<file path="src/rtl/core/smc_pkg.sv">
// Package of the step and jump motion classifier: codes, constants and state encoding.
`default_nettype none

package smc_pkg;

  // Default depth of the sliding statistics window.
  localparam int unsigned WINDOW_LEN_DEF = 32;

  // EMA weights in Q.16: 34734 for the new sample, the remainder for the old value.
  localparam logic [15:0] ALPHA_NEW = 16'd34734;
  localparam logic [15:0] ALPHA_OLD = 16'd30802;
  localparam logic [31:0] EMA_ROUND = 32'd32768;

  // Idle band 0.9 g .. 1.1 g, decided on the squared magnitude.
  localparam logic [31:0] IDLE_LOW_SQ  = 32'd3397386;
  localparam logic [31:0] IDLE_HIGH_SQ = 32'd5075108;

  localparam logic [1:0]  LANDING_SAMPLES = 2'd3;
  localparam logic [15:0] ONE_G           = 16'd2048;

  // Last iteration indices of the shared shift-subtract unit.
  localparam logic [4:0] SQRT_LAST = 5'd15;
  localparam logic [4:0] VAR_LAST  = 5'd30;
  localparam logic [4:0] MEAN_LAST = 5'd15;

  // Register reset values.
  localparam logic [15:0] RST_ENTER    = 16'd614;
  localparam logic [15:0] RST_EXIT     = 16'd3072;
  localparam logic [15:0] RST_MIN_MS   = 16'd150;
  localparam logic [15:0] RST_MAX_MS   = 16'd800;
  localparam logic [9:0]  RST_K_GAIN   = 10'd256;
  localparam logic [15:0] RST_FLOOR    = 16'd2253;
  localparam logic [15:0] RST_CEILING  = 16'd5120;
  localparam logic [15:0] RST_HOLDOFF  = 16'd300;

  typedef enum logic [2:0] {
    REG_ENTER   = 3'd0,
    REG_EXIT    = 3'd1,
    REG_MIN_MS  = 3'd2,
    REG_MAX_MS  = 3'd3,
    REG_K_GAIN  = 3'd4,
    REG_FLOOR   = 3'd5,
    REG_CEILING = 3'd6,
    REG_HOLDOFF = 3'd7
  } reg_idx_e;

  typedef enum logic [1:0] {
    CLS_IDLE  = 2'd0,
    CLS_STEP  = 2'd1,
    CLS_JUMP  = 2'd2,
    CLS_NOISE = 2'd3
  } motion_class_e;

  typedef enum logic [16:0] {
    ST_IDLE = 17'b00000000000000001,
    ST_SQX  = 17'b00000000000000010,
    ST_SQY  = 17'b00000000000000100,
    ST_SQZ  = 17'b00000000000001000,
    ST_RAW  = 17'b00000000000010000,
    ST_EMA1 = 17'b00000000000100000,
    ST_EMA2 = 17'b00000000001000000,
    ST_OLD  = 17'b00000000010000000,
    ST_PUSH = 17'b00000000100000000,
    ST_NQ   = 17'b00000001000000000,
    ST_TT   = 17'b00000010000000000,
    ST_NN   = 17'b00000100000000000,
    ST_VAR  = 17'b00001000000000000,
    ST_SD   = 17'b00010000000000000,
    ST_MEAN = 17'b00100000000000000,
    ST_KSD  = 17'b01000000000000000,
    ST_STEP = 17'b10000000000000000
  } state_e;

endpackage

`default_nettype wire

</file>
<file path="src/rtl/core/smc_if.sv">
// Valid/ready channel interfaces for sample words and class words.
`default_nettype none

interface smc_in_if;
  logic               valid;
  logic               ready;
  logic signed [15:0] accel_x;
  logic signed [15:0] accel_y;
  logic signed [15:0] accel_z;
  logic        [31:0] time_ms;

  modport source (output valid, accel_x, accel_y, accel_z, time_ms, input ready);
  modport sink   (input valid, accel_x, accel_y, accel_z, time_ms, output ready);
endinterface

interface smc_out_if;
  logic       valid;
  logic       ready;
  logic [1:0] motion_class;

  modport source (output valid, motion_class, input ready);
  modport sink   (input valid, motion_class, output ready);
endinterface

`default_nettype wire

</file>
<file path="src/rtl/core/smc_ram.sv">
// Generic single-write, single-read RAM with registered read data.
`default_nettype none

module smc_ram #(
  parameter int unsigned WIDTH = 16,
  parameter int unsigned DEPTH = 32
) (
  input  wire logic                     clk_i,
  input  wire logic                     we_i,
  input  wire logic [$clog2(DEPTH)-1:0] waddr_i,
  input  wire logic [WIDTH-1:0]         wdata_i,
  input  wire logic [$clog2(DEPTH)-1:0] raddr_i,
  output logic      [WIDTH-1:0]         rdata_o
);

  logic [WIDTH-1:0] mem_q [DEPTH];

  always_ff @(posedge clk_i) begin
    if (we_i) begin
      mem_q[waddr_i] <= wdata_i;
    end
    rdata_o <= mem_q[raddr_i];
  end

endmodule

`default_nettype wire

</file>
<file path="src/rtl/core/step_and_jump_motion_classifier_core.sv">
// Top level of the step and jump motion classifier: sequencer, shared units and registers.
//
// Usage. Samples (three signed Q.11 g axes and a millisecond timestamp) enter on the
// in_ch_i valid/ready channel; each accepted word yields exactly one class word
// (0 idle, 1 step, 2 jump, 3 noise) on the out_ch_o channel, in order.
// Sequence. From acceptance to the class word being offered, a sample passes through
// squaring of the three axes, the square root for the magnitude, the EMA and the window
// update, the window moments, the variance division, the deviation root, the mean
// division, and the threshold and decision. The sequencer then returns to idle, and no
// new sample is accepted before the last one has been through all of these steps. The
// pace is set by the single shift-subtract unit (one quotient or root bit per cycle)
// and the single multiplier.
// The input is ready only while the sequencer is idle.
// Stalls. The class word waits in an output register; the next sample is accepted while
// it waits. If the receiver still has not taken it when the next word is ready, the
// sequencer holds in its final state until the register frees.
// Reset. rst_ni clears the sequencer, the statistics, the flight and holdoff state and
// loads the register defaults. The window RAM needs no clearing: the fill count ensures
// that only written entries are ever used.
// Configuration. Eight registers of at most 16 bits, APB-style port, byte addresses 4*i;
// writes take effect at once and are meant to be made only while the block is idle.
`default_nettype none

module step_and_jump_motion_classifier_core #(
  parameter int unsigned WINDOW_LEN = smc_pkg::WINDOW_LEN_DEF
) (
  input  wire logic        clk_i,
  input  wire logic        rst_ni,
  smc_in_if.sink           in_ch_i,
  smc_out_if.source        out_ch_o,
  input  wire logic        psel,
  input  wire logic        penable,
  input  wire logic        pwrite,
  input  wire logic [4:0]  paddr,
  input  wire logic [31:0] pwdata,
  output logic      [31:0] prdata,
  output logic             pready
);

  // Widths that follow from the window depth.
  localparam int unsigned NW  = $clog2(WINDOW_LEN + 1);   // fill count
  localparam int unsigned HW  = $clog2(WINDOW_LEN);       // head index
  localparam int unsigned TW  = 16 + NW;                  // sum of entries
  localparam int unsigned QW  = 32 + NW;                  // sum of squares
  localparam int unsigned AW  = QW + NW;                  // accumulator
  localparam int unsigned PW  = QW + TW;                  // product
  localparam int unsigned UW  = (2 * NW + 1 > 19) ? 2 * NW + 1 : 19;

  // ---------------------------------------------------------------------------
  // Configuration registers
  // ---------------------------------------------------------------------------
  logic [15:0] enter_q, exit_q, min_ms_q, max_ms_q, floor_q, ceiling_q, holdoff_q;
  logic [9:0]  k_gain_q;
  logic        cfg_wr;
  smc_pkg::reg_idx_e cfg_idx;

  assign pready  = 1'b1;
  assign cfg_wr  = psel && penable && pwrite;
  assign cfg_idx = smc_pkg::reg_idx_e'(paddr[4:2]);

  always_ff @(posedge clk_i or negedge rst_ni) begin
    if (!rst_ni) begin
      enter_q   <= smc_pkg::RST_ENTER;
      exit_q    <= smc_pkg::RST_EXIT;
      min_ms_q  <= smc_pkg::RST_MIN_MS;
      max_ms_q  <= smc_pkg::RST_MAX_MS;
      k_gain_q  <= smc_pkg::RST_K_GAIN;
      floor_q   <= smc_pkg::RST_FLOOR;
      ceiling_q <= smc_pkg::RST_CEILING;
      holdoff_q <= smc_pkg::RST_HOLDOFF;
    end else if (cfg_wr) begin
      unique case (cfg_idx)
        smc_pkg::REG_ENTER:   enter_q   <= pwdata[15:0];
        smc_pkg::REG_EXIT:    exit_q    <= pwdata[15:0];
        smc_pkg::REG_MIN_MS:  min_ms_q  <= pwdata[15:0];
        smc_pkg::REG_MAX_MS:  max_ms_q  <= pwdata[15:0];
        smc_pkg::REG_K_GAIN:  k_gain_q  <= pwdata[9:0];
        smc_pkg::REG_FLOOR:   floor_q   <= pwdata[15:0];
        smc_pkg::REG_CEILING: ceiling_q <= pwdata[15:0];
        smc_pkg::REG_HOLDOFF: holdoff_q <= pwdata[15:0];
        default: ;
      endcase
    end
  end

  always_comb begin
    unique case (cfg_idx)
      smc_pkg::REG_ENTER:   prdata = {16'd0, enter_q};
      smc_pkg::REG_EXIT:    prdata = {16'd0, exit_q};
      smc_pkg::REG_MIN_MS:  prdata = {16'd0, min_ms_q};
      smc_pkg::REG_MAX_MS:  prdata = {16'd0, max_ms_q};
      smc_pkg::REG_K_GAIN:  prdata = {22'd0, k_gain_q};
      smc_pkg::REG_FLOOR:   prdata = {16'd0, floor_q};
      smc_pkg::REG_CEILING: prdata = {16'd0, ceiling_q};
      smc_pkg::REG_HOLDOFF: prdata = {16'd0, holdoff_q};
      default:              prdata = 32'd0;
    endcase
  end

  // ---------------------------------------------------------------------------
  // Sequencer and datapath registers
  // ---------------------------------------------------------------------------
  smc_pkg::state_e state_q, state_d;

  logic [15:0]   ax_q, ay_q, az_q;       // absolute axis values
  logic [31:0]   t_q;
  logic [31:0]   s_q;                    // squared magnitude
  logic [15:0]   raw_q, smooth_q, ema_q, prior_q, older_q, sd_q, mean_q;
  logic [AW-1:0] acc_q;
  logic [2*NW-1:0] nn_q;
  logic [UW-1:0] rem_q;
  logic [31:0]   quo_q, feed_q;
  logic [4:0]    cnt_q;
  logic          jump_q;

  logic [NW-1:0] fill_q;
  logic [HW-1:0] head_q;
  logic [TW-1:0] total_q;
  logic [QW-1:0] sq_total_q;

  logic          airborne_q;
  logic [31:0]   flight_start_q, holdoff_end_q;
  logic [1:0]    exit_cnt_q;

  logic          out_valid_q;
  logic [1:0]    out_class_q;

  logic in_fire, out_free, full;

  assign in_ch_i.ready      = (state_q == smc_pkg::ST_IDLE);
  assign in_fire            = in_ch_i.valid && in_ch_i.ready;
  assign out_free           = !out_valid_q || out_ch_o.ready;
  assign out_ch_o.valid     = out_valid_q;
  assign out_ch_o.motion_class = out_class_q;
  assign full               = (fill_q == NW'(WINDOW_LEN));

  // ---------------------------------------------------------------------------
  // Window store
  // ---------------------------------------------------------------------------
  logic [15:0] old_entry;
  logic        ram_we;

  assign ram_we = (state_q == smc_pkg::ST_PUSH);

  smc_ram #(
    .WIDTH (16),
    .DEPTH (WINDOW_LEN)
  ) u_window (
    .clk_i   (clk_i),
    .we_i    (ram_we),
    .waddr_i (head_q),
    .wdata_i (smooth_q),
    .raddr_i (head_q),
    .rdata_o (old_entry)
  );

  // ---------------------------------------------------------------------------
  // Shared multiplier: operands are chosen by the sequencer state.
  // ---------------------------------------------------------------------------
  logic [QW-1:0] mul_a;
  logic [TW-1:0] mul_b;
  logic [PW-1:0] prod;

  always_comb begin
    case (state_q)
      smc_pkg::ST_SQX:  begin mul_a = QW'(ax_q);              mul_b = TW'(ax_q);     end
      smc_pkg::ST_SQY:  begin mul_a = QW'(ay_q);              mul_b = TW'(ay_q);     end
      smc_pkg::ST_SQZ:  begin mul_a = QW'(az_q);              mul_b = TW'(az_q);     end
      smc_pkg::ST_EMA1: begin mul_a = QW'(smc_pkg::ALPHA_NEW); mul_b = TW'(raw_q);   end
      smc_pkg::ST_EMA2: begin mul_a = QW'(smc_pkg::ALPHA_OLD); mul_b = TW'(ema_q);   end
      smc_pkg::ST_OLD:  begin mul_a = QW'(old_entry);         mul_b = TW'(old_entry); end
      smc_pkg::ST_PUSH: begin mul_a = QW'(smooth_q);          mul_b = TW'(smooth_q); end
      smc_pkg::ST_NQ:   begin mul_a = sq_total_q;             mul_b = TW'(fill_q);   end
      smc_pkg::ST_TT:   begin mul_a = QW'(total_q);           mul_b = total_q;       end
      smc_pkg::ST_NN:   begin mul_a = QW'(fill_q);            mul_b = TW'(fill_q);   end
      smc_pkg::ST_KSD:  begin mul_a = QW'(sd_q);              mul_b = TW'(k_gain_q); end
      default:          begin mul_a = '0;                     mul_b = '0;            end
    endcase
  end

  assign prod = PW'(mul_a) * PW'(mul_b);

  // ---------------------------------------------------------------------------
  // Shared shift-subtract unit: one root bit (two radicand bits in) or one quotient
  // bit (one dividend bit in) per cycle.
  // ---------------------------------------------------------------------------
  logic          root_mode, unit_ge;
  logic [UW-1:0] unit_rs, unit_trial, rem_n;
  logic [31:0]   quo_n, feed_n;

  assign root_mode = (state_q == smc_pkg::ST_RAW) || (state_q == smc_pkg::ST_SD);

  always_comb begin
    if (root_mode) begin
      unit_rs    = {rem_q[UW-3:0], feed_q[31:30]};
      unit_trial = {quo_q[UW-3:0], 2'b01};
      feed_n     = {feed_q[29:0], 2'b00};
    end else begin
      unit_rs    = {rem_q[UW-2:0], feed_q[31]};
      unit_trial = (state_q == smc_pkg::ST_VAR) ? UW'(nn_q) : UW'(fill_q);
      feed_n     = {feed_q[30:0], 1'b0};
    end
    unit_ge = (unit_rs >= unit_trial);
    rem_n   = unit_ge ? (unit_rs - unit_trial) : unit_rs;
    quo_n   = {quo_q[30:0], unit_ge};
  end

  // ---------------------------------------------------------------------------
  // Per-state combinational results
  // ---------------------------------------------------------------------------
  logic [AW-1:0] ema_sum;
  logic [15:0]   smooth_n;
  logic [1:0]    exit_inc;
  logic          landing;
  logic [31:0]   flight_dur;
  logic [17:0]   thr, thr_clamped;
  logic          peak, step_hit;
  logic [1:0]    cls;

  assign ema_sum  = acc_q + AW'(prod) + AW'(smc_pkg::EMA_ROUND);
  assign smooth_n = ema_sum[31:16];

  // Landing needs three raw magnitudes in a row above the exit level.
  assign exit_inc   = (raw_q > exit_q)
                      ? ((exit_cnt_q < smc_pkg::LANDING_SAMPLES) ? exit_cnt_q + 2'd1
                                                                  : exit_cnt_q)
                      : 2'd0;
  assign landing    = (exit_inc >= smc_pkg::LANDING_SAMPLES);
  assign flight_dur = t_q - flight_start_q;

  // Adaptive threshold: mean + k*sd, clamped so that the floor wins an inversion.
  assign thr         = 18'(mean_q) + 18'(acc_q[AW-1:8]);
  always_comb begin
    thr_clamped = (thr < 18'(ceiling_q)) ? thr : 18'(ceiling_q);
    if (thr_clamped < 18'(floor_q)) begin
      thr_clamped = 18'(floor_q);
    end
  end

  assign peak     = (prior_q > older_q) && (prior_q > smooth_q);
  assign step_hit = peak && (18'(prior_q) > thr_clamped) && (t_q > holdoff_end_q);

  always_comb begin
    if (jump_q) begin
      cls = smc_pkg::CLS_JUMP;
    end else if (step_hit) begin
      cls = smc_pkg::CLS_STEP;
    end else if (s_q > smc_pkg::IDLE_LOW_SQ && s_q < smc_pkg::IDLE_HIGH_SQ) begin
      cls = smc_pkg::CLS_IDLE;
    end else begin
      cls = smc_pkg::CLS_NOISE;
    end
  end

  // ---------------------------------------------------------------------------
  // Next state
  // ---------------------------------------------------------------------------
  always_comb begin
    state_d = state_q;
    unique case (state_q)
      smc_pkg::ST_IDLE: if (in_fire) state_d = smc_pkg::ST_SQX;
      smc_pkg::ST_SQX:  state_d = smc_pkg::ST_SQY;
      smc_pkg::ST_SQY:  state_d = smc_pkg::ST_SQZ;
      smc_pkg::ST_SQZ:  state_d = smc_pkg::ST_RAW;
      smc_pkg::ST_RAW:  if (cnt_q == smc_pkg::SQRT_LAST) state_d = smc_pkg::ST_EMA1;
      smc_pkg::ST_EMA1: state_d = smc_pkg::ST_EMA2;
      smc_pkg::ST_EMA2: state_d = smc_pkg::ST_OLD;
      smc_pkg::ST_OLD:  state_d = smc_pkg::ST_PUSH;
      smc_pkg::ST_PUSH: state_d = smc_pkg::ST_NQ;
      smc_pkg::ST_NQ:   state_d = smc_pkg::ST_TT;
      smc_pkg::ST_TT:   state_d = smc_pkg::ST_NN;
      smc_pkg::ST_NN:   state_d = smc_pkg::ST_VAR;
      smc_pkg::ST_VAR:  if (cnt_q == smc_pkg::VAR_LAST) state_d = smc_pkg::ST_SD;
      smc_pkg::ST_SD:   if (cnt_q == smc_pkg::SQRT_LAST) state_d = smc_pkg::ST_MEAN;
      smc_pkg::ST_MEAN: if (cnt_q == smc_pkg::MEAN_LAST) state_d = smc_pkg::ST_KSD;
      smc_pkg::ST_KSD:  state_d = smc_pkg::ST_STEP;
      smc_pkg::ST_STEP: if (out_free) state_d = smc_pkg::ST_IDLE;
      default:          state_d = smc_pkg::ST_IDLE;
    endcase
  end

  always_ff @(posedge clk_i or negedge rst_ni) begin
    if (!rst_ni) begin
      state_q <= smc_pkg::ST_IDLE;
    end else begin
      state_q <= state_d;
    end
  end

  // ---------------------------------------------------------------------------
  // Control state: statistics, flight, holdoff, history and output register
  // ---------------------------------------------------------------------------
  always_ff @(posedge clk_i or negedge rst_ni) begin
    if (!rst_ni) begin
      ema_q          <= smc_pkg::ONE_G;
      prior_q        <= smc_pkg::ONE_G;
      older_q        <= smc_pkg::ONE_G;
      fill_q         <= '0;
      head_q         <= '0;
      total_q        <= '0;
      sq_total_q     <= '0;
      airborne_q     <= 1'b0;
      flight_start_q <= '0;
      exit_cnt_q     <= '0;
      holdoff_end_q  <= '0;
      out_valid_q    <= 1'b0;
      cnt_q          <= '0;
    end else begin
      // In the decision step the output register is refilled instead.
      if (out_valid_q && out_ch_o.ready && (state_q != smc_pkg::ST_STEP)) begin
        out_valid_q <= 1'b0;
      end
      case (state_q)
        smc_pkg::ST_SQZ: cnt_q <= '0;
        smc_pkg::ST_RAW, smc_pkg::ST_VAR, smc_pkg::ST_SD, smc_pkg::ST_MEAN: begin
          if ((state_q == smc_pkg::ST_VAR && cnt_q == smc_pkg::VAR_LAST) ||
              (state_q != smc_pkg::ST_VAR && cnt_q == smc_pkg::SQRT_LAST)) begin
            cnt_q <= '0;
          end else begin
            cnt_q <= cnt_q + 5'd1;
          end
        end
        smc_pkg::ST_NN: cnt_q <= '0;
        smc_pkg::ST_EMA2: begin
          ema_q <= smooth_n;
          if (!airborne_q) begin
            if (raw_q < enter_q) begin
              airborne_q     <= 1'b1;
              flight_start_q <= t_q;
              exit_cnt_q     <= '0;
            end
          end else if (landing) begin
            airborne_q <= 1'b0;
            exit_cnt_q <= '0;
          end else begin
            exit_cnt_q <= exit_inc;
          end
        end
        smc_pkg::ST_OLD: begin
          if (full) begin
            total_q <= total_q - TW'(old_entry);
          end
        end
        smc_pkg::ST_PUSH: begin
          total_q    <= total_q + TW'(smooth_q);
          sq_total_q <= sq_total_q - (full ? acc_q[QW-1:0] : '0) + QW'(prod);
          if (!full) begin
            fill_q <= fill_q + NW'(1);
          end
          head_q <= (head_q == HW'(WINDOW_LEN - 1)) ? '0 : head_q + HW'(1);
        end
        smc_pkg::ST_STEP: begin
          if (out_free) begin
            older_q     <= prior_q;
            prior_q     <= smooth_q;
            out_valid_q <= 1'b1;
            if (step_hit) begin
              holdoff_end_q <= t_q + 32'(holdoff_q);
            end
          end
        end
        default: ;
      endcase
    end
  end

  // Payload registers of the datapath.
  always_ff @(posedge clk_i) begin
    if (in_fire) begin
      ax_q <= in_ch_i.accel_x[15] ? 16'(-in_ch_i.accel_x) : 16'(in_ch_i.accel_x);
      ay_q <= in_ch_i.accel_y[15] ? 16'(-in_ch_i.accel_y) : 16'(in_ch_i.accel_y);
      az_q <= in_ch_i.accel_z[15] ? 16'(-in_ch_i.accel_z) : 16'(in_ch_i.accel_z);
      t_q  <= in_ch_i.time_ms;
    end
    case (state_q)
      smc_pkg::ST_SQX: acc_q <= AW'(prod);
      smc_pkg::ST_SQY: acc_q <= acc_q + AW'(prod);
      smc_pkg::ST_SQZ: begin
        s_q    <= 32'(acc_q + AW'(prod));
        feed_q <= 32'(acc_q + AW'(prod));
        rem_q  <= '0;
        quo_q  <= '0;
      end
      smc_pkg::ST_RAW: begin
        rem_q  <= rem_n;
        quo_q  <= quo_n;
        feed_q <= feed_n;
        if (cnt_q == smc_pkg::SQRT_LAST) begin
          raw_q <= quo_n[15:0];
        end
      end
      smc_pkg::ST_EMA1: acc_q <= AW'(prod);
      smc_pkg::ST_EMA2: begin
        smooth_q <= smooth_n;
        jump_q   <= airborne_q && landing &&
                    (flight_dur >= 32'(min_ms_q)) && (flight_dur <= 32'(max_ms_q));
      end
      smc_pkg::ST_OLD: acc_q <= AW'(prod);
      smc_pkg::ST_NQ:  acc_q <= AW'(prod);
      smc_pkg::ST_TT:  acc_q <= acc_q - AW'(prod);
      smc_pkg::ST_NN: begin
        // The variance stays below 2^31, so the top of the numerator is already
        // smaller than n*n and only 31 quotient bits remain to be found.
        nn_q   <= prod[2*NW-1:0];
        rem_q  <= UW'(acc_q >> 31);
        feed_q <= {acc_q[30:0], 1'b0};
        quo_q  <= '0;
      end
      smc_pkg::ST_VAR: begin
        if (cnt_q == smc_pkg::VAR_LAST) begin
          rem_q  <= '0;
          feed_q <= quo_n;
          quo_q  <= '0;
        end else begin
          rem_q  <= rem_n;
          quo_q  <= quo_n;
          feed_q <= feed_n;
        end
      end
      smc_pkg::ST_SD: begin
        if (cnt_q == smc_pkg::SQRT_LAST) begin
          sd_q   <= quo_n[15:0];
          rem_q  <= UW'(total_q[TW-1:16]);
          feed_q <= {total_q[15:0], 16'd0};
          quo_q  <= '0;
        end else begin
          rem_q  <= rem_n;
          quo_q  <= quo_n;
          feed_q <= feed_n;
        end
      end
      smc_pkg::ST_MEAN: begin
        rem_q  <= rem_n;
        quo_q  <= quo_n;
        feed_q <= feed_n;
        if (cnt_q == smc_pkg::MEAN_LAST) begin
          mean_q <= quo_n[15:0];
        end
      end
      smc_pkg::ST_KSD: acc_q <= AW'(prod);
      smc_pkg::ST_STEP: begin
        if (out_free) begin
          out_class_q <= cls;
        end
      end
      default: ;
    endcase
  end

  // ---------------------------------------------------------------------------
  // Assertions
  // ---------------------------------------------------------------------------
  a_exit_cnt_below_landing: assert property (@(posedge clk_i) disable iff (!rst_ni)
    exit_cnt_q != smc_pkg::LANDING_SAMPLES)
    else $error("landing counter held its terminal value");

  a_grounded_no_count: assert property (@(posedge clk_i) disable iff (!rst_ni)
    !airborne_q |-> exit_cnt_q == 2'd0)
    else $error("landing counter non-zero while grounded");

  a_fill_bounded: assert property (@(posedge clk_i) disable iff (!rst_ni)
    fill_q <= NW'(WINDOW_LEN))
    else $error("window fill beyond its depth");

  a_accept_starts_work: assert property (@(posedge clk_i) disable iff (!rst_ni)
    in_fire |=> state_q == smc_pkg::ST_SQX)
    else $error("accepted sample did not start the sequencer");

  a_result_from_decision: assert property (@(posedge clk_i) disable iff (!rst_ni)
    $rose(out_valid_q) |-> $past(state_q) == smc_pkg::ST_STEP)
    else $error("class word raised outside the decision step");

endmodule

`default_nettype wire

</file>
<file path="src/flat_wrapper.sv">
// flat-port wrapper written by rule: the top's interface ports become plain ports
module step_and_jump_motion_classifier_core_flat 
#(
  parameter int unsigned WINDOW_LEN = smc_pkg::WINDOW_LEN_DEF
)
  (clk_i, rst_ni, psel, penable, pwrite, paddr, pwdata, prdata, pready, in_ch_i_valid, in_ch_i_accel_x, in_ch_i_accel_y, in_ch_i_accel_z, in_ch_i_time_ms, in_ch_i_ready, out_ch_o_valid, out_ch_o_motion_class, out_ch_o_ready);
  smc_in_if in_ch_i_i ();
  smc_out_if out_ch_o_i ();
  input  wire logic clk_i;
  input  wire logic rst_ni;
  input  wire logic psel;
  input  wire logic penable;
  input  wire logic pwrite;
  input  wire logic [4:0] paddr;
  input  wire logic [31:0] pwdata;
  output logic      [31:0] prdata;
  output logic pready;
  input wire logic [$bits(in_ch_i_i.valid)-1:0] in_ch_i_valid;
  input wire logic [$bits(in_ch_i_i.accel_x)-1:0] in_ch_i_accel_x;
  input wire logic [$bits(in_ch_i_i.accel_y)-1:0] in_ch_i_accel_y;
  input wire logic [$bits(in_ch_i_i.accel_z)-1:0] in_ch_i_accel_z;
  input wire logic [$bits(in_ch_i_i.time_ms)-1:0] in_ch_i_time_ms;
  output wire logic [$bits(in_ch_i_i.ready)-1:0] in_ch_i_ready;
  output wire logic [$bits(out_ch_o_i.valid)-1:0] out_ch_o_valid;
  output wire logic [$bits(out_ch_o_i.motion_class)-1:0] out_ch_o_motion_class;
  input wire logic [$bits(out_ch_o_i.ready)-1:0] out_ch_o_ready;
  assign in_ch_i_i.valid = in_ch_i_valid;
  assign in_ch_i_i.accel_x = in_ch_i_accel_x;
  assign in_ch_i_i.accel_y = in_ch_i_accel_y;
  assign in_ch_i_i.accel_z = in_ch_i_accel_z;
  assign in_ch_i_i.time_ms = in_ch_i_time_ms;
  assign in_ch_i_ready = in_ch_i_i.ready;
  assign out_ch_o_valid = out_ch_o_i.valid;
  assign out_ch_o_motion_class = out_ch_o_i.motion_class;
  assign out_ch_o_i.ready = out_ch_o_ready;
  step_and_jump_motion_classifier_core #(.WINDOW_LEN(WINDOW_LEN)) u_core (.clk_i(clk_i), .rst_ni(rst_ni), .in_ch_i(in_ch_i_i), .out_ch_o(out_ch_o_i), .psel(psel), .penable(penable), .pwrite(pwrite), .paddr(paddr), .pwdata(pwdata), .prdata(prdata), .pready(pready));
endmodule
</file>
<file path="config.mk">
export PLATFORM = sky130hd
export DESIGN_NAME = step_and_jump_motion_classifier_core_flat
export DESIGN_NICKNAME = d
export VERILOG_FILES = /design/src/rtl/core/smc_pkg.sv /design/src/rtl/core/smc_if.sv /design/src/rtl/core/smc_ram.sv /design/src/rtl/core/step_and_jump_motion_classifier_core.sv /design/src/flat_wrapper.sv
export SDC_FILE = /design/constraint.sdc
export NUM_CORES = 2
export LEC_CHECK = 0
export ABC_AREA = 1
export ABC_CLOCK_PERIOD_IN_PS = 28200
export BUFFER_PORTS_ARGS = -buffer_cell sky130_fd_sc_hd__buf_2
export CORE_MARGIN = 5
export CORE_UTILIZATION = 43
export DETAILED_ROUTE_END_ITERATION = 12
export PLACE_DENSITY_LB_ADDON = 0.15
export SYNTH_ARGS = -nofsm -noshare
export SYNTH_HDL_FRONTEND = slang
export SYNTH_SLANG_ARGS = --single-unit
</file>
<file path="constraint.sdc">
create_clock -name clk_i -period 28.2 [get_ports clk_i]
set_input_delay 5.64 -clock clk_i [delete_from_list [all_inputs] [get_ports clk_i]]
set_output_delay 5.64 -clock clk_i [all_outputs]
set_load 0.05 [all_outputs]
</file>
==> results_dict.tcl <==
set metrics [dict create \
    antenna_found_initial 12 \
    die-width_um 463 \
    fin_crit_sh_pct 49.4 \
    cts_tree "done" \
    peakVddDrop_mv 0.223 \
    ys_ff_latch 1175 \
    p_int_mw 4.76 \
    fp.dieArea_um2 214000 \
    vias 70000 \
    setup_viol 0 \
    rsz0062_at_grt "no" \
    slew_headroom_pct 12.4 \
    setup_slack_ps 14280 \
    ant_nets 0 \
    synth_edf_count 828 \
    hp-start "u_core.ema_q[11]$_DFFE_PN1N_" \
    place_ws_ps 14400 \
    floorplan.initialDensity_pct 43.2 \
    p_per_area_nw_per_um2 93.0 \
    seq_area_frac_synth_pct 38.0 \
    r2r_cells 45 \
    die_h_um 463 \
    dp_hpwl_um 224000 \
    leakagePower_nw 42.8 \
    hold_viol_final 0 \
    finalMaxSlewViolations 0 \
    cts_buffer_depth 3 \
    tns_ps 0 \
    worst_pin_slew_ps 1310 \
    grt_pass1_wl_um 444000 \
    overflow 0 \
    io_buffer_count 125 \
    drive_gt1_share_pct 7.34 \
    cts_buffers 137 \
    maxCapViolations 0 \
    areaGrowthSynthToFinish_pct 10.2 \
    end_kind "output port" \
    critPathArrivalTime_ps 8280 \
    holdBufCountCts 0 \
    drt-total-wl_um 294000 \
    whs_path_depth 2 \
    io-pin-count 161 \
    num_rows 166 \
    async_reset_ff_share_pct 28.2 \
    wire_per_inst_um 22.9 \
    met1_usage_pct 36.0 \
    finClkSkew_ps 57.8 \
    p_sw_mw 4.28 \
    layout_commonest_cell "nand2_1" \
    worst_path_largest_cell_delay_ps 860 \
    min_to "u_core.ema_q[11]$_DFFE_PN1N_" \
    core_area_um2 204000 \
    synth.cell_area_um2 88100 \
    combPwrFrac_pct 55.4 \
    synth_ff_type "edfxtp_1" \
    cts_setup_buffers 0 \
    grt_busiest_layer "met2" \
    clk-insertion-delay-late_ps 820 \
    layout_common_cells "nand2_1, inv_1, nor2_1" \
    cts_sinks 1175 \
    critPathKind "input pin to output port" \
    r2r_setup_slack_ps 14360 \
    remaining_drc_errors 0 \
    cts.clk_slew.worst_paths_ps 60 \
    crit_family "buffers and inverters" \
    swShare_pct 47.3 \
    gp_congestion 0.962 \
    cp_slowest_cell "nor3_1" \
    first_global_vias 70400 \
    crit_buf_inv 4 \
    path_cells "buf_2, inv_1, nor3_1, inv_1, o22ai_1, a211oi_1, o211ai_1, buf_2" \
    layout.nets 11300 \
    first_pass_iters 6 \
    via_per_inst 5.45 \
    crit_path_max_fanout 11 \
    p_seq_share_pct 24.0 \
    timing.fmax_mhz 71.8 \
    r2r-start "u_core.state_q[0]$_DFFE_PN1P_" \
    htreeDepth 4 \
    startpoint_type "input pin" \
    grt_usage_pct 27.3 \
    drt_iter0_markers 6012 \
    grt_max_degree 165 \
    postSynthCellCount 9813 \
    status "finished clean" \
    clockRootBuffer "clkbuf_16" \
    hold_path_class "flip-flop to flip-flop" \
    ys_warn_count 0 \
    required_ps 22560 \
    syn_avg_cell_area_um2 8.98 \
    synth_cell_types 91 \
    use_met2_pct 44.1 \
    r2r_end "u_core.sq_total_q[37]$_DFFE_PN0P_" \
    fin_crit_ps 13920 \
    post_cts_resized 0 \
    p_clk_share_pct 20.6 \
    gr-usage-met3_pct 4.31 \
]
-- worst reg2reg max path: cells and delay by family, from the launching register on --
kind,cells,cell delay (ps)
AOI/OAI and AO/OA,6,2040
adders and majority gates,10,4860
and+or+nand+nor,18,3460
xor gates and xnor gates,2,650
buffers and inverters,9,2120
DFF,1,530
-- state kept, by name, indices dropped and copies added (netlist names), 17 cells and up --
name	flops
u_core.acc_q	44
u_core.feed_q	32
u_core.flight_start_q	32
u_core.holdoff_end_q	32
u_core.quo_q	31
u_core.rem_q	18
u_core.s_q	32
u_core.sq_total_q	38
u_core.state_q	17
u_core.t_q	32
u_core.total_q	22
u_core.u_window.mem_q	512
-- per-layer routing --
| metal | part of all wire [%] | up-vias |
|---|---|---|
| met5 | 0.0078 | - |
| met4 | 5.6 | 4 |
| met3 | 6.6 | 556 |
| met2 | 46 | 2395 |
| met1 | 42 | 34600 |
| li1 | - | 32500 |
-- power by group through the flow --
stage	Clock (mW)	Combinational, mW	Sequential (mW)
2_1_floorplan	0	3.46	2.15
3_3_place_gp	0	4.91	2.20
3_5_place_dp	0	4.95	2.20
4_1_cts	1.90	4.98	2.16
5_1_grt	1.97	5.60	2.17
6_report	1.86	5.01	2.17
-- synth_stat cells, types with 33 or more instances --
library cell / n / area share [%]
a221oi_1: 73 / 0.73
buf_2: 93 / 0.53
nand4_1: 62 / 0.44
nor3_1: 89 / 0.51
o21ai_0: 789 / 4.5
o211ai_1: 58 / 0.49
nor2_1: 927 / 3.9
nand3_1: 225 / 1.3
inv_1: 1698 / 7.2
o22ai_1: 180 / 1.3
xnor2_1: 69 / 0.69
inv_2: 45 / 0.19
a211oi_1: 38 / 0.32
a21o_1: 35 / 0.30
ha_1: 520 / 7.4
xor2_1: 172 / 1.7
a31oi_1: 33 / 0.23
a22o_1: 46 / 0.46
a21oi_1: 458 / 2.6
edfxtp_1: 828 / 28
fa_1: 644 / 15
nand2_1: 1729 / 7.4
clkbuf_1: 197 / 0.84
dfrtp_1: 300 / 8.5
-- kinds of logic (layout without fill, tap and decap cells) --
family / Yosys count / after routing / share of synthesized area [%]
XOR/XNOR: 254 / 254 / 2.69
adder cells (fa/ha/maj): 1164 / 1164 / 22.0
AND/OR/NAND/NOR: 3206 / 3206 / 15.1
buffers and inverters: 2084 / 2285 / 9.17
AO/OA/AOI/OAI: 1928 / 1928 / 13.0
flip-flops: 1175 / 1175 / 38.0
other: 2 / 144 / 0.00852
-- metrics by stage --
step	hold WS, ps	cells	utilization, %	power, mW	cell area [um^2]
after CTS	475	12800	47.6	9.04	97100
after floorplan	442	9948	-	5.61	88600
after global routing	504	12800	47.6	9.74	97100
after detailed placement	466	12600	45.3	7.15	92400
final	479	12800	47.6	9.03	97100
after global placement	460	12600	45.3	7.10	92400
-- final cells by class --
class	instances	area (um^2)
repair buffers	280	1820
fillers	19500	107000
well taps	2688	3360
flip-flops and latches	1175	33500
diodes	7	17.5
inverters	1749	6570
multi-input cells	6689	47100
clock inverters	74	1020
clock buffers	182	3690
-- how the worst max path moves through the flow --
| stage | endpoint | slack (ps) | from | depth (start not counted) |
|---|---|---|---|---|
| after floorplan | prdata[2] | 15470 | paddr[4] | 5 |
| after global placement | prdata[1] | 14400 | paddr[4] | 8 |
| after detailed placement | prdata[1] | 14400 | paddr[4] | 8 |
| after CTS | prdata[1] | 14390 | paddr[4] | 8 |
| after global routing | u_core.smooth_q[11]$_DFFE_PN_ | 13750 | u_core.state_q[16]$_DFFE_PN0P_ | 43 |
| final | prdata[1] | 14280 | paddr[4] | 8 |
Power figures use the tool's default switching activity.
